### src/hdl/dlbs_pkg.sv
`timescale 1ns / 1ps
// ----------------------------------------------------------------------------
// dlbs_pkg
// Shared types and constants of the dual LED blink sequencer.
// ----------------------------------------------------------------------------
package dlbs_pkg;

  localparam int unsigned CountW = 8;
  localparam int unsigned TicksW = 12;
  localparam int unsigned NumCh  = 2;

  localparam logic [TicksW-1:0] FOREVER_TICKS = 12'hFFF;
  localparam logic [CountW-1:0] FOREVER_COUNT = 8'hFF;

  localparam logic OP_TICK    = 1'b0;
  localparam logic OP_REQUEST = 1'b1;

  typedef struct packed {
    logic [CountW-1:0] pending_count;
    logic [TicksW-1:0] reload_on;
    logic [TicksW-1:0] reload_off;
    logic [CountW-1:0] active_count;
    logic [TicksW-1:0] on_left;
    logic [TicksW-1:0] off_left;
    logic              pin_level;
  } chan_state_t;

  typedef struct packed {
    logic is_tick;
    logic req_hit;
    logic [CountW-1:0] repeat_count;
    logic [TicksW-1:0] on_ticks;
    logic [TicksW-1:0] off_ticks;
  } chan_cmd_t;

  typedef struct packed {
    logic pin_level;
    logic busy;
    logic fault;
  } chan_status_t;

endpackage

### src/hdl/dlbs_if.sv
`timescale 1ns / 1ps
// ----------------------------------------------------------------------------
// dlbs_in_if / dlbs_out_if
// Valid/ready channels for requests and ticks in, pin status out.
// ----------------------------------------------------------------------------
interface dlbs_in_if;
  logic        valid;
  logic        ready;
  logic        operation;
  logic        channel;
  logic [7:0]  repeat_count;
  logic [11:0] on_ticks;
  logic [11:0] off_ticks;

  modport source (output valid, operation, channel, repeat_count, on_ticks, off_ticks,
                  input ready);
  modport sink (input valid, operation, channel, repeat_count, on_ticks, off_ticks,
                output ready);
endinterface

interface dlbs_out_if;
  logic       valid;
  logic       ready;
  logic       led0_level;
  logic       led1_level;
  logic [1:0] busy_mask;
  logic [1:0] fault_mask;

  modport source (output valid, led0_level, led1_level, busy_mask, fault_mask,
                  input ready);
  modport sink (input valid, led0_level, led1_level, busy_mask, fault_mask,
                output ready);
endinterface

### src/hdl/dual_led_blink_sequencer_core.sv
`timescale 1ns / 1ps
// ----------------------------------------------------------------------------
// dual_led_blink_sequencer_core
// Two-channel LED blink sequencer with a registered status output.
// The result of an item is presented in the cycle after its transfer. One
// item per cycle is taken while the output is not stalled; the output register
// refills in the cycle it is emptied. Reset idles both channels, both pins high.
// ----------------------------------------------------------------------------
module dual_led_blink_sequencer_core (
  input  logic       clk,
  input  logic       rst_n,
  dlbs_in_if.sink    in_if,
  dlbs_out_if.source out_if
);
  import dlbs_pkg::*;

  logic         accept;
  logic         out_valid_r;
  logic         led0_r;
  logic         led1_r;
  logic [1:0]   busy_r;
  logic [1:0]   fault_r;
  chan_cmd_t    cmd0;
  chan_cmd_t    cmd1;
  chan_status_t stat0;
  chan_status_t stat1;
  logic         req_ok;

  assign in_if.ready = !out_valid_r || out_if.ready;
  assign accept      = in_if.valid && in_if.ready;
  assign req_ok      = (in_if.operation == OP_REQUEST) && (in_if.repeat_count != '0);

  always_comb begin
    cmd0.is_tick      = (in_if.operation == OP_TICK);
    cmd0.req_hit      = req_ok && (in_if.channel == 1'b0);
    cmd0.repeat_count = in_if.repeat_count;
    cmd0.on_ticks     = in_if.on_ticks;
    cmd0.off_ticks    = in_if.off_ticks;
    cmd1              = cmd0;
    cmd1.req_hit      = req_ok && (in_if.channel == 1'b1);
  end

  dlbs_channel u_ch0 (.clk(clk), .rst_n(rst_n), .accept(accept), .cmd(cmd0), .status(stat0));
  dlbs_channel u_ch1 (.clk(clk), .rst_n(rst_n), .accept(accept), .cmd(cmd1), .status(stat1));

  always_ff @(posedge clk) begin
    if (!rst_n) begin
      out_valid_r <= 1'b0;
    end else if (accept) begin
      out_valid_r <= 1'b1;
    end else if (out_if.ready) begin
      out_valid_r <= 1'b0;
    end
  end

  always_ff @(posedge clk) begin
    if (accept) begin
      led0_r  <= stat0.pin_level;
      led1_r  <= stat1.pin_level;
      busy_r  <= {stat1.busy, stat0.busy};
      fault_r <= {stat1.fault, stat0.fault};
    end
  end

  assign out_if.valid      = out_valid_r;
  assign out_if.led0_level = led0_r;
  assign out_if.led1_level = led1_r;
  assign out_if.busy_mask  = busy_r;
  assign out_if.fault_mask = fault_r;

endmodule

### src/hdl/dlbs_channel.sv
`timescale 1ns / 1ps
// ----------------------------------------------------------------------------
// dlbs_channel
// State, request load and one-tick step of a single blink channel.
// ----------------------------------------------------------------------------
module dlbs_channel (
  input  logic                  clk,
  input  logic                  rst_n,
  input  logic                  accept,
  input  dlbs_pkg::chan_cmd_t   cmd,
  output dlbs_pkg::chan_status_t status
);
  import dlbs_pkg::*;

  chan_state_t st_r;
  chan_state_t st_nxt;
  logic        fault;
  logic [TicksW-1:0] cnt_dec;
  logic [CountW-1:0] act_dec;
  logic              again;

  always_comb begin
    st_nxt  = st_r;
    fault   = 1'b0;
    cnt_dec = '0;
    act_dec = '0;
    again   = 1'b0;
    if (cmd.is_tick) begin
      if (st_nxt.pending_count != '0) begin
        st_nxt.active_count  = st_nxt.pending_count;
        st_nxt.on_left       = st_nxt.reload_on;
        st_nxt.off_left      = st_nxt.reload_off;
        st_nxt.pending_count = '0;
      end
      if (st_nxt.active_count != '0) begin
        if (st_nxt.on_left != '0) begin
          cnt_dec = (st_nxt.on_left == FOREVER_TICKS) ? st_nxt.on_left
                                                      : st_nxt.on_left - 1'b1;
          st_nxt.on_left   = cnt_dec;
          st_nxt.pin_level = (cnt_dec == '0) ? 1'b1 : ~st_nxt.pin_level;
          st_nxt.off_left  = st_nxt.reload_off;
        end else if (st_nxt.off_left != '0) begin
          cnt_dec = (st_nxt.off_left == FOREVER_TICKS) ? st_nxt.off_left
                                                       : st_nxt.off_left - 1'b1;
          st_nxt.off_left = cnt_dec;
          if (cnt_dec == '0) begin
            act_dec = (st_nxt.active_count == FOREVER_COUNT) ? st_nxt.active_count
                                                             : st_nxt.active_count - 1'b1;
            again = (act_dec != '0);
            if (again) begin
              st_nxt.active_count = act_dec;
              st_nxt.pin_level    = ~st_nxt.pin_level;
              st_nxt.on_left      = st_nxt.reload_on;
              st_nxt.off_left     = st_nxt.reload_off;
            end else begin
              st_nxt.pin_level    = 1'b1;
              st_nxt.active_count = '0;
              st_nxt.on_left      = '0;
              st_nxt.off_left     = '0;
            end
          end
        end else begin
          st_nxt.pin_level    = 1'b1;
          st_nxt.active_count = '0;
          st_nxt.on_left      = '0;
          st_nxt.off_left     = '0;
          fault               = 1'b1;
        end
      end
    end else if (cmd.req_hit) begin
      st_nxt.pending_count = cmd.repeat_count;
      st_nxt.reload_on     = cmd.on_ticks;
      st_nxt.reload_off    = cmd.off_ticks;
    end
  end

  always_ff @(posedge clk) begin
    if (!rst_n) begin
      st_r <= '{pin_level: 1'b1, default: '0};
    end else if (accept) begin
      st_r <= st_nxt;
    end
  end

  assign status.pin_level = st_nxt.pin_level;
  assign status.busy      = (st_nxt.active_count != '0);
  assign status.fault     = fault;

endmodule

### src/flat_wrapper.sv
// flat-port wrapper written by rule: the top's interface ports become plain ports
module dual_led_blink_sequencer_core_flat import dlbs_pkg::*;
  (clk, rst_n, in_if_valid, in_if_operation, in_if_channel, in_if_repeat_count, in_if_on_ticks, in_if_off_ticks, in_if_ready, out_if_valid, out_if_led0_level, out_if_led1_level, out_if_busy_mask, out_if_fault_mask, out_if_ready);
  dlbs_in_if in_if_i ();
  dlbs_out_if out_if_i ();
  input  logic clk;
  input  logic rst_n;
  input wire logic [$bits(in_if_i.valid)-1:0] in_if_valid;
  input wire logic [$bits(in_if_i.operation)-1:0] in_if_operation;
  input wire logic [$bits(in_if_i.channel)-1:0] in_if_channel;
  input wire logic [$bits(in_if_i.repeat_count)-1:0] in_if_repeat_count;
  input wire logic [$bits(in_if_i.on_ticks)-1:0] in_if_on_ticks;
  input wire logic [$bits(in_if_i.off_ticks)-1:0] in_if_off_ticks;
  output wire logic [$bits(in_if_i.ready)-1:0] in_if_ready;
  output wire logic [$bits(out_if_i.valid)-1:0] out_if_valid;
  output wire logic [$bits(out_if_i.led0_level)-1:0] out_if_led0_level;
  output wire logic [$bits(out_if_i.led1_level)-1:0] out_if_led1_level;
  output wire logic [$bits(out_if_i.busy_mask)-1:0] out_if_busy_mask;
  output wire logic [$bits(out_if_i.fault_mask)-1:0] out_if_fault_mask;
  input wire logic [$bits(out_if_i.ready)-1:0] out_if_ready;
  assign in_if_i.valid = in_if_valid;
  assign in_if_i.operation = in_if_operation;
  assign in_if_i.channel = in_if_channel;
  assign in_if_i.repeat_count = in_if_repeat_count;
  assign in_if_i.on_ticks = in_if_on_ticks;
  assign in_if_i.off_ticks = in_if_off_ticks;
  assign in_if_ready = in_if_i.ready;
  assign out_if_valid = out_if_i.valid;
  assign out_if_led0_level = out_if_i.led0_level;
  assign out_if_led1_level = out_if_i.led1_level;
  assign out_if_busy_mask = out_if_i.busy_mask;
  assign out_if_fault_mask = out_if_i.fault_mask;
  assign out_if_i.ready = out_if_ready;
  dual_led_blink_sequencer_core u_core (.clk(clk), .rst_n(rst_n), .in_if(in_if_i), .out_if(out_if_i));
endmodule
### config.mk
export PLATFORM = sky130hd
export DESIGN_NAME = dual_led_blink_sequencer_core_flat
export DESIGN_NICKNAME = d
export VERILOG_FILES = /design/src/hdl/dlbs_pkg.sv /design/src/hdl/dlbs_if.sv /design/src/hdl/dual_led_blink_sequencer_core.sv /design/src/hdl/dlbs_channel.sv /design/src/flat_wrapper.sv
export SDC_FILE = /design/constraint.sdc
export NUM_CORES = 1
export LEC_CHECK = 0
export BUFFER_PORTS_ARGS = -buffer_cell sky130_fd_sc_hd__buf_2
export CAP_MARGIN = 20
export CORE_UTILIZATION = 30
export DETAILED_ROUTE_END_ITERATION = 8
export GPL_TIMING_DRIVEN = 0
export PLACE_DENSITY = 0.57
export SLEW_MARGIN = 25
export SYNTH_ARGS = -nofsm -noshare
export SYNTH_HDL_FRONTEND = slang
export SYNTH_SLANG_ARGS = --single-unit
### constraint.sdc
create_clock -name clk -period 5.5 [get_ports clk]
set_clock_uncertainty 0.1 [all_clocks]
set_input_delay 0 -clock clk [delete_from_list [all_inputs] [get_ports clk]]
set_output_delay 0 -clock clk [all_outputs]
set_load 0.01 [all_outputs]
# Word-level counts from Yosys, hierarchy flattened
# Index checks and enable logic that the tools add are counted.
word_totals:
  regBits: 137
  latch_bits: 0
  ram_bits: 0
  rom_bits: 0
  wordCells: 109
  n_memories: 0
op_classes:
  addsub: 6
  n_mul: 0
  n_div: 0
  magnitude_cmp: 0
  eq_ne: 8
  shift: 0
  mux: 36
  n_bitwise: 6
  reduce_logical: 33
op_table:
  columns: ["operator", "count"]
  rows:
  - ["$mux 33", 10]
  - ["$mux 32", 6]
  - ["$reduce_bool 8->1", 9]
  - ["$mux 8", 8]
  - ["$mux 25", 2]
  - ["$eq 12x12->1 const B", 4]
  - ["$logic_not 12->1", 4]
  - ["$mux 12", 4]
  - ["$reduce_bool 12->1", 4]
  - ["$sub 12x1->12 const B", 4]
  - ["$eq 8x8->1 const B", 2]
  - ["$sub 8x1->8 const B", 2]
  - ["$reduce_and 3->1", 4]
  - ["$mux 1", 6]
  - ["$not 1->1", 6]
  - ["$reduce_bool 2->1", 3]
  - ["$reduce_or 3->1", 2]
  - ["$logic_and 1x1->1", 4]
  - ["$ne 2x1->1 const B", 2]
  - ["$reduce_and 2->1", 1]
  - ["$logic_not 1->1", 1]
  - ["$logic_or 1x1->1", 1]

# Longest topological paths before layout
# Gate-level depths: netlist of run 1.
logic_depth:
  depth_word: 13
  ltp_mapped: 19

# Hierarchy
# Synthesis of run 1 repeated with hierarchy kept, for this count alone.
hier_totals:
  hier_cells: 1478
  hier_area_um2: 10908.0
by_module_without_submodules:
  columns: ["mod", "n_inst", "cells_each", "area_per_inst_um2"]
  rows:
  - ["dlbs_channel (u_core.u_ch1)", 1, 749, 5333.9]
  - ["dlbs_channel (u_core.u_ch0)", 1, 712, 5305.1]
  - ["dual_led_blink_sequencer_core", 1, 17, 269.0]

# Worst setup path after synthesis of run 1
# OpenSTA, ideal clock, no wires.
synth_path:
  path_type: "flip-flop to flip-flop"
  from: "register u_core.u_ch0.st_r[62] (netlist bit)"
  to: "register u_core.u_ch0.st_r[22] (netlist bit)"
  arrival_time_ns: 5.003
  t_required_ns: 5.342
  slack_ns: 0.339
  path_stages_with_launch: 18
  period_less_slack_ns: 5.161
  path_cell_list: "dfxtp_1 > buf_2 > nor4_4 > nand2_2 > buf_1 > clkbuf_1 > clkbuf_1 > mux2i_1 > ha_1 > nor3b_1 > nand4_1 > a221oi_1 > o311ai_1 > a2111oi_0 > buf_2 > a21oi_1 > a211oi_1 > a21o_1"
synth_via:
  elab_chain_cells: 11
  elab_cells_between_ends: 22
  cone_classes: "3 x add/sub; 3 x eq/ne; 10 x mux; 6 x reduce/logical"
synth_rtl:
  columns: ["element", "line_no", "source"]
  rows:
  - ["start, declared", "dlbs_channel.sv:15", "chan_state_t st_r;"]
  - ["start signal, assigned", "dlbs_channel.sv:81", "st_r <= st_nxt;"]
  - ["$reduce_bool 8->1", "dlbs_channel.sv:29", "if (st_nxt.pending_count != '0) begin"]
  - ["$mux 32 *", "dlbs_channel.sv:29", null]
  - ["$mux 32 *", "dlbs_channel.sv:28", "if (cmd.is_tick) begin"]
  - ["$sub 8x1->8 or $eq 8x8->1 (tied branches)", "dlbs_channel.sv:48, dlbs_channel.sv:47", null]
  - ["$mux 8", "dlbs_channel.sv:47", "act_dec = (st_nxt.active_count == FOREVER_COUNT) ? st_nxt.active_count"]
  - ["$reduce_bool 8->1", "dlbs_channel.sv:49", "again = (act_dec != '0);"]
  - ["$mux 33", "dlbs_channel.sv:50", "if (again) begin"]
  - ["$mux 33", "dlbs_channel.sv:46", "if (cnt_dec == '0) begin"]
  - ["$mux 33", "dlbs_channel.sv:42", "end else if (st_nxt.off_left != '0) begin"]
  - ["$mux 25", "dlbs_channel.sv:36", "if (st_nxt.on_left != '0) begin"]
  - ["$mux 33 *", "dlbs_channel.sv:35", "if (st_nxt.active_count != '0) begin"]
# Mark *: on every way between the ends. The rest lies on a longest branch, timed or not. The select of a mux whose other input is x is not followed.
# A chain may end at the register's enable or synchronous reset.

==> results.txt, run 1 <==
The worst reg-to-reg setup slack is 0.23 ns. STA classifies the critical path endpoint as a flop. The endpoint identified for the worst register-to-register timing path is u_core.out_if.busy_mask[1]$_DFFE_PP_. In this run the standard cell core region covers about 33,000 sq um. The count of antenna diodes in the layout is 0. The global-route usage over all layers came out at 23.4%. The clock latency of the later-clocked register in the worst-skew pair is approximately 0.42 ns. The wire length after detailed routing came out at about 40,000 um. Before antenna repair, the detailed router went through 6 iterations. The startpoint identified for the worst hold timing path is in_if_operation. The die is between 150 and 200 um wide.

Clock-pin slew was measured on the worst setup and hold paths at 0.06 ns. The share of flip-flops with an asynchronous set or reset came out at 0%. The maximum root-to-sink buffer count is 2. Relative to the synthesized area, the layout overhead comes to 19.9%.

For the worst setup path, the data required time is approximately 5.6 ns. The synthesized design contains between 100 and 150 register bits. The post-synthesis net count came out at 1,415.

After detailed routing, the average wire length per cell comes to ~21 um. The final period utilization came out at roughly 96%. The depth of the CTS H-tree is 4.

The count of port buffers added during placement came out at 45. The worst setup path is launched from a flop. The number of placement rows came out at between 60 and 70. Detailed placement ended at an HPWL of between 30,000 and 40,000 um. The remaining global-route overflow is 0. The critical path runs through a total of 17 cells. The final weighted congestion in routability-driven placement came out at about 1. The maximum vdd drop came out at 0.000160 V.

The tree is rooted in a sky130_fd_sc_hd__clkbuf_16. A synthesized cell averages around 7.5 sq um. Of the post-synthesis cell area, the dominant cell type holds between 20% and 30%. The path class of the tightest hold or removal check is in2reg. The die boundary height is ~190 um. The number of clock sinks seen by CTS is around 140. The fmax is about 190 MHz. The total negative setup slack is 0 ns. The maximum number of pins on one net before global-route repair came out at 17. The number of enable flip-flop cells after synthesis came out at 6. The total count of max-transition violations in the final report is 0.

Measured in cells, the most critical reg-to-reg path has a length of 17. TritonCTS built the clock tree. After detailed routing, the number of remaining DRC violations is 0.

The kind of cell with the highest combined delay along the critical path is simple AND/OR/NAND/NOR gates. The number of global-route vias before repair came out at 10,600. The dominant cell by count in the synthesized netlist is sky130_fd_sc_hd__nand2_1.

In this run the worst path has a maximum fanout of 10. The number of nets still failing antenna checks after routing came out at 0. The final hold violation count was 0.

The total of warnings raised by yosys is 0. After synthesis, the cell types taking the most area are sky130_fd_sc_hd__dfxtp_1, sky130_fd_sc_hd__nand2_1, sky130_fd_sc_hd__a21oi_1. After synthesis the cells add up to between 10,000 and 15,000 sq um. The run finished with clean final reports. The final number of setup-violating endpoints is 0. The number of primary I/O pins came out at between 40 and 50. Headroom to the max-slew limit came out at between 30% and 40%.

The cell that appears most often on the critical path is sky130_fd_sc_hd__clkbuf_2. The count of cell types in the netlist came out at 88. Among all stages on the critical path, the largest delay is contributed by sky130_fd_sc_hd__or4b_1.

The number of antenna violations at the first check in global routing is 0. The worst hold path terminates at u_core.u_ch1.st_r[59]$_SDFFE_PN0P_. The most used flip-flop cell after synthesis is sky130_fd_sc_hd__dfxtp_1. The commonest cells after synthesis are sky130_fd_sc_hd__nand2_1, sky130_fd_sc_hd__a21oi_1, sky130_fd_sc_hd__dfxtp_1. The signal on the critical path passes through nor4_4, buf_4, nand2_4, clkbuf_2, clkbuf_2, mux2i_2, ha_2, nand3b_1, o21ai_0, a221o_1, a21oi_1, or4_1, clkbuf_1, nor4_2, mux2i_1, a41oi_1, or4b_1. The measured slew at the worst slew-check pin is between 0.9 and 1 ns.

The first routing iteration left around 1,300 violations. The leakage power came out at between 4 and 5 nW. The sequential cell area fraction in the yosys report came out at roughly 28%. The count of filler cells inserted in the layout is between 3,000 and 4,000. In the routed layout, each cell is associated on average with a via count of just under 6.

The final instance area came out at 12,200 sq um. After the last flow step, the layout net total stands at 1,523. The critical register-to-register path startpoint is u_core.u_ch1.st_r[57]$_SDFFE_PN0P_. The total buffers and inverters traversed by the critical path came out at 4. The worst setup path is of the reg2reg kind. The via count of the routed design is around 11,000. The clock period minus worst slack came out at about 5.3 ns. On the worst path, the slowest cell contributes a delay of ~0.6 ns. For this run, the share of the core covered by cells in the final layout is a little over a third. The number of CTS-inserted buffers came out at 17.

The starting utilization of the core area is a little over 30%. The biggest area contributor in the post-synthesis netlist is sky130_fd_sc_hd__dfxtp_1. The die covers ~35,000 sq um. The hold path depth came out at 4. The total power density per cell area came out at between 200 and 300 nW/um^2. The synthesized instance count is 1,361. Of the cells placed in the final design, the portion with a size suffix greater than 1 is 12.0%.

The wire length of the first global-routing pass is ~60,000 um. Across the run, the number of max-cap violations was 0. The critical path data arrival time came out at about 5.3 ns. The cell area after placement is around 11,000 sq um.
-- sequential cells by signal, summed over array words and instances (netlist names) --
signal / flops
u_core.u_ch0.st_r: 65
u_core.u_ch1.st_r: 65
u_core.out_if.busy_mask: 2
u_core.out_if.fault_mask: 2
u_core.out_if.led0_level: 1
u_core.out_if.led1_level: 1
u_core.out_if.valid: 1
-- worst register-to-register path: cells and delay by family (launching register included) --
kind,cells,cell delay (ns)
AO/OA/AOI/OAI,4,0.52
flip-flops,1,0.51
buffers and inverters,4,1.04
adder cells (fa/ha/maj),1,0.37
AND/OR/NAND/NOR,6,1.78
multiplexers,2,0.69
-- how the worst max path moves through the flow --
stage / startpoint / to / slack [ns]
after CTS: u_core.u_ch1.st_r[62]$_SDFFE_PN0P_ / u_core.out_if.busy_mask[1]$_DFFE_PP_ / 0.02
after global routing: u_core.u_ch1.st_r[62]$_SDFFE_PN0P_ / u_core.out_if.busy_mask[1]$_DFFE_PP_ / -0.01
after detailed placement: u_core.u_ch0.st_r[58]$_SDFFE_PN0P_ / u_core.u_ch0.st_r[23]$_SDFFE_PN0P_ / -1.88
final: u_core.u_ch1.st_r[57]$_SDFFE_PN0P_ / u_core.out_if.busy_mask[1]$_DFFE_PP_ / 0.23
after global placement: u_core.u_ch0.st_r[58]$_SDFFE_PN0P_ / u_core.u_ch0.st_r[18]$_SDFFE_PN0P_ / -2.02
after floorplan: u_core.u_ch0.st_r[62]$_SDFFE_PN0P_ / u_core.u_ch0.st_r[22]$_SDFFE_PN0P_ / 0.34
-- stage by stage --
stage	hold WS, ns	power, W	cells	setup slack, ns
floorplan	0.0295	0.00188	1361	0.339
global placement	0.150	0.00222	1854	-2.02
detailed placement	0.153	0.00223	1854	-1.88
CTS	0.0725	0.00352	1927	0.0200
global route	0.0981	0.00370	1930	-0.0110
finish	0.0953	0.00356	1930	0.230
-- report_power, final --
part           internal, W  total [W]  switching (W)  leakage (nW)
clock network     0.000757    0.00125       0.000497         0.305
logic             0.000419    0.00121       0.000790          3.05
registers          0.00104    0.00110      0.0000547          1.12
-- layer usage --
metal	wire (um)	track usage [%]
met5	0	0
met4	1400	10.4
met3	2580	3.44
met2	19200	39.4
met1	17000	29.3
-- final cells by class --
cell class,instances,area (sq um),share of cell area (%)
multi-input combinational,1076,6930,56.8
tap,448,561,4.60
inverter,43,161,1.32
sequential,137,2800,23.0
buffer,104,455,3.74
clock buffer,19,464,3.81
clock inverter,13,168,1.38
timing repair buffer,90,651,5.34
-- placed cells by master (no fill, tap or decap), drive strengths merged, types with 43 or more instances in the layout --
cell    instances
nand2         205
a21oi         139
dfxtp         131
clkbuf         93
buf            85
nor2           84
o21ai          55
nand3          53
nor3           52
inv            44
mux2i          43
-- cell families (layout without fill, tap and decap cells) --
| kind of cell | after synthesis | after routing | share of synthesized area (%) |
|---|---|---|---|
| buffers and inverters | 148 | 269 | 6.00 |
| AOI/OAI and AO/OA | 404 | 404 | 27.5 |
| adders and majority gates | 16 | 16 | 1.97 |
| DFF | 137 | 137 | 27.6 |
| and+or+nand+nor | 553 | 553 | 27.5 |
| xor gates and xnor gates | 56 | 56 | 4.82 |
| muxes | 47 | 47 | 4.71 |
-- repair_timing --
item                                   in CTS  in global routing
resized for setup                          22                 13
buffers inserted                            7                  3
hold buffers                               35                  0
setup endpoints to repair                  69                 28
pin swaps                                   4                  2
endpoints found under the hold margin      65                  0
No activity file was read; power rests on OpenSTA's default activity.
==> inputs of run 2 (changes only) <==
--- a/config.mk
+++ b/config.mk
@@ -7,6 +7,7 @@
 export LEC_CHECK = 0
 export BUFFER_PORTS_ARGS = -buffer_cell sky130_fd_sc_hd__buf_2
 export CAP_MARGIN = 20
+export CORE_MARGIN = 2
 export CORE_UTILIZATION = 30
 export DETAILED_ROUTE_END_ITERATION = 8
 export GPL_TIMING_DRIVEN = 0
==> results.txt, run 2 (synthesis results as in run 1) <==
The run finished with clean final reports. The total buffers and inverters traversed by the critical path was 5 (+1). The chip width is 188 um (+1.1%). The switching part of the total power came out at 38.0% (+0.35 points).

The worst register-to-register path begins at u_core.u_ch1.st_r[62]$_SDFFE_PN0P_. The area growth from synthesis to layout is 19.5%. The data required time of the worst path came out at 5.56 ns (about the same). The internal power is 0.00219 W (-1.2%).

The maximum fanout along the worst path is 10 (unchanged). The path class of the tightest hold or removal check is in2reg. The total count of max-transition violations in the final report was 0 (unchanged). The nature of the critical path startpoint is a flop. Tracing the worst setup path back leads to its startpoint at u_core.u_ch1.st_r[62]$_SDFFE_PN0P_. The final weighted congestion in routability-driven placement is 0.988 (+0.67%).

The number of iterations in the first detailed-routing pass is 7 (+1). The depth of the CTS H-tree came out at 4 (unchanged). The global-route usage over all layers came to 22.3% (-1.0 points). The proportion of layout cells with a drive suffix above 1 came out at 11.7% (-0.31 points).

The final hold violation count is 0 (unchanged). The worst-case headroom to the max-slew limit is 27.2% (-6.3 points). The delay of the slowest cell on the worst path is 0.48 ns (-0.11 ns). The number of antenna violations at the first check in global routing was 0 (unchanged).

The clock transition at the register clock pins on the worst setup and hold paths after CTS came out at 0.06 ns (about the same). The count of port buffers added during placement is 45 (unchanged). The combinational share of power is 34.4% (+0.4 points). The final period utilization is 96.8% (+0.94 points).

The fraction of power consumed by sequential logic came to 31.0% (+0.2 points). The core area came out at 33,400 sq um (unchanged). The number of primary I/O pins was 46 (unchanged). The library cell used most frequently in the layout, excluding fill and tap cells, is sky130_fd_sc_hd__nand2_1. The switching power of the nets is 0.00135 W (+0.30%).

STA classifies the critical path endpoint as a flop. The maximum number of pins on one net before global-route repair came out at 17 (unchanged). The top cell types in the final layout, fill and taps aside, are sky130_fd_sc_hd__nand2_1, sky130_fd_sc_hd__a21oi_1, sky130_fd_sc_hd__dfxtp_1, sky130_fd_sc_hd__nor2_1, sky130_fd_sc_hd__clkbuf_1.

The critical path data arrival time was 5.38 ns (+0.06 ns). The count of antenna diodes in the layout is 0 (unchanged). The measured slew at the worst slew-check pin came out at 1.09 ns (+0.0936 ns). The largest registers in the layout are u_core.u_ch0.st_r: 65 flops, u_core.u_ch1.st_r: 65 flops. The number of clock sinks seen by CTS came out at 137 (unchanged). The detail-routed net length per standard cell came to 20.8 um (about the same). The fmax was 188 MHz (-0.97%). The utilization of the core after routing came out at 36.3% (-0.13 points). In this design, the largest share of critical-path delay is due to simple AND/OR/NAND/NOR gates. The detailed router's first-iteration violation count is 1,235 (-1.4%). The total power density per cell area is 291 nW/um^2 (-0.25%). The remaining global-route overflow is 0 (unchanged).

The clock period minus worst slack is 5.32 ns (+0.0516 ns). The max-cap check violation count came out at 0 (unchanged). The die boundary height came out at 188 um (+1.1%). The slowest library cell on the worst path is sky130_fd_sc_hd__or4b_1.

The post-layout net count is 1,520 (-0.20%). The clock share of power came to 34.6% (-0.6 points). The overall die area came out at 35,400 sq um (+2.2%). The wire length of the first global-routing pass came to 62,300 um (+1.1%). The critical path goes through buf_2, nor4_4, nand2_4, clkbuf_2, clkbuf_2, mux2i_1, ha_1, nand3_1, clkbuf_1, nor3_1, buf_2, nand4_1, nor3_1, mux2i_1, a21oi_1, or4b_1. The DRC violation count after routing came out at 0 (unchanged).

The smallest setup slack after layout is 0.178 ns (-0.0516 ns). The number of nets still failing antenna checks after routing came to 0 (unchanged). In this run the most critical hold path is launched from in_if_operation. The clock tree from TritonCTS is yes. The buffer cell driving the clock tree root is sky130_fd_sc_hd__clkbuf_16. The number of placement rows is 67 (unchanged). The wire length after detailed routing was 40,100 um (-0.13%).

The placement-stage worst setup slack came out at -1.90 ns (-0.0215 ns). The starting utilization of the core area was 30.4% (unchanged). The maximum vdd drop was 0.000171 V (+6.6%). The leakage power is 4.45 nW (-0.58%).

The maximum root-to-sink buffer count is 2 (unchanged). The number of global-route vias before repair is 10,700 (+1.6%). The clock latency of the later-clocked register in the worst-skew pair is 0.44 ns (+0.02 ns). The final number of setup-violating endpoints came out at 0 (unchanged). The number of CTS-inserted buffers came out at 17 (unchanged). The via count of the routed design came out at 11,400 (+0.23%).

The type of the setup path with the least slack is reg2reg. The number of vias per cell is 5.90 (+0.39%). The total half-perimeter wirelength after legalization and detailed placement came out at 30,200 um (about the same).
[run 2: cell types whose count changed in the layout (fill, tap and decap cells not counted), moves of 2 or more]
| cell | change |
|---|---|
| sky130_fd_sc_hd__clkinv_4 | -2 |
| sky130_fd_sc_hd__buf_2 | -2 |
| sky130_fd_sc_hd__buf_4 | -3 |
| sky130_fd_sc_hd__clkbuf_4 | +2 |
| sky130_fd_sc_hd__inv_6 | +3 |
[run 2: worst min-delay path, cell delays in order]
cell	delay (ns)
sky130_fd_sc_hd__buf_2	0.16
sky130_fd_sc_hd__clkbuf_1	0.22
sky130_fd_sc_hd__nand4_1	0.12
sky130_fd_sc_hd__a21oi_1	0.06
[run 2: layout make-up]
cell class	count	area (sq um)
Buffer	104	460
Clock buffer	17	425
Clock inverter	15	190
Fill cell	3476	21300
Inverter	43	161
Multi-Input combinational cell	1076	6920
Sequential cell	137	2800
Tap cell	448	561
Timing Repair Buffer	87	628
[run 2: routing by layer]
layer	share of wire (%)	up-vias	global-route usage, %
met1	42	5445	27.7
met5	0	-	0
met3	6.5	103	3.91
li1	-	5308	-
met4	4.3	0	10.5
met2	47	512	37.4
[run 2: power groups by stage]
stage / Combinational (W) / Sequential (W) / Clock (W)
2_1_floorplan: 0.000782 / 0.00110 / 0
3_3_place_gp: 0.00110 / 0.00111 / 0
3_5_place_dp: 0.00111 / 0.00111 / 0
6_report: 0.00122 / 0.00110 / 0.00122
4_1_cts: 0.00117 / 0.00109 / 0.00124
5_1_grt: 0.00130 / 0.00110 / 0.00128
[run 2: per-stage QoR]
stage / power, W / area (sq um) / instances / TNS [ns] / hold slack, ns
after floorplan: 0.00188 / 10200 / 1361 / 0 / 0.0295
after global placement: 0.00222 / 11000 / 1854 / -58.83 / 0.149
after detailed placement: 0.00222 / 11000 / 1854 / -56.26 / 0.152
after CTS: 0.00350 / 12100 / 1925 / -0.000104 / 0.0529
after global routing: 0.00368 / 12100 / 1927 / -0.00294 / 0.114
final: 0.00354 / 12100 / 1927 / 0 / 0.0713
[run 2: timing repair]
item,CTS,global route
endpoints found under the setup margin,67,34
resized for setup,21,16
buffers inserted,5,2
hold endpoints to repair,65,0
hold buffers,35,0
pin swaps,4,1
[run 2: path summary, 6_finish.rpt]
path	to	slack, ns	cells past startpoint
max	u_core.out_if.busy_mask[1]$_DFFE_PP_	0.18	16
min	u_core.u_ch1.st_r[59]$_SDFFE_PN0P_	0.07	4
max reg2reg	u_core.out_if.busy_mask[1]$_DFFE_PP_	0.18	16
min reg2reg	u_core.u_ch1.st_r[30]$_SDFFE_PN0P_	0.39	2
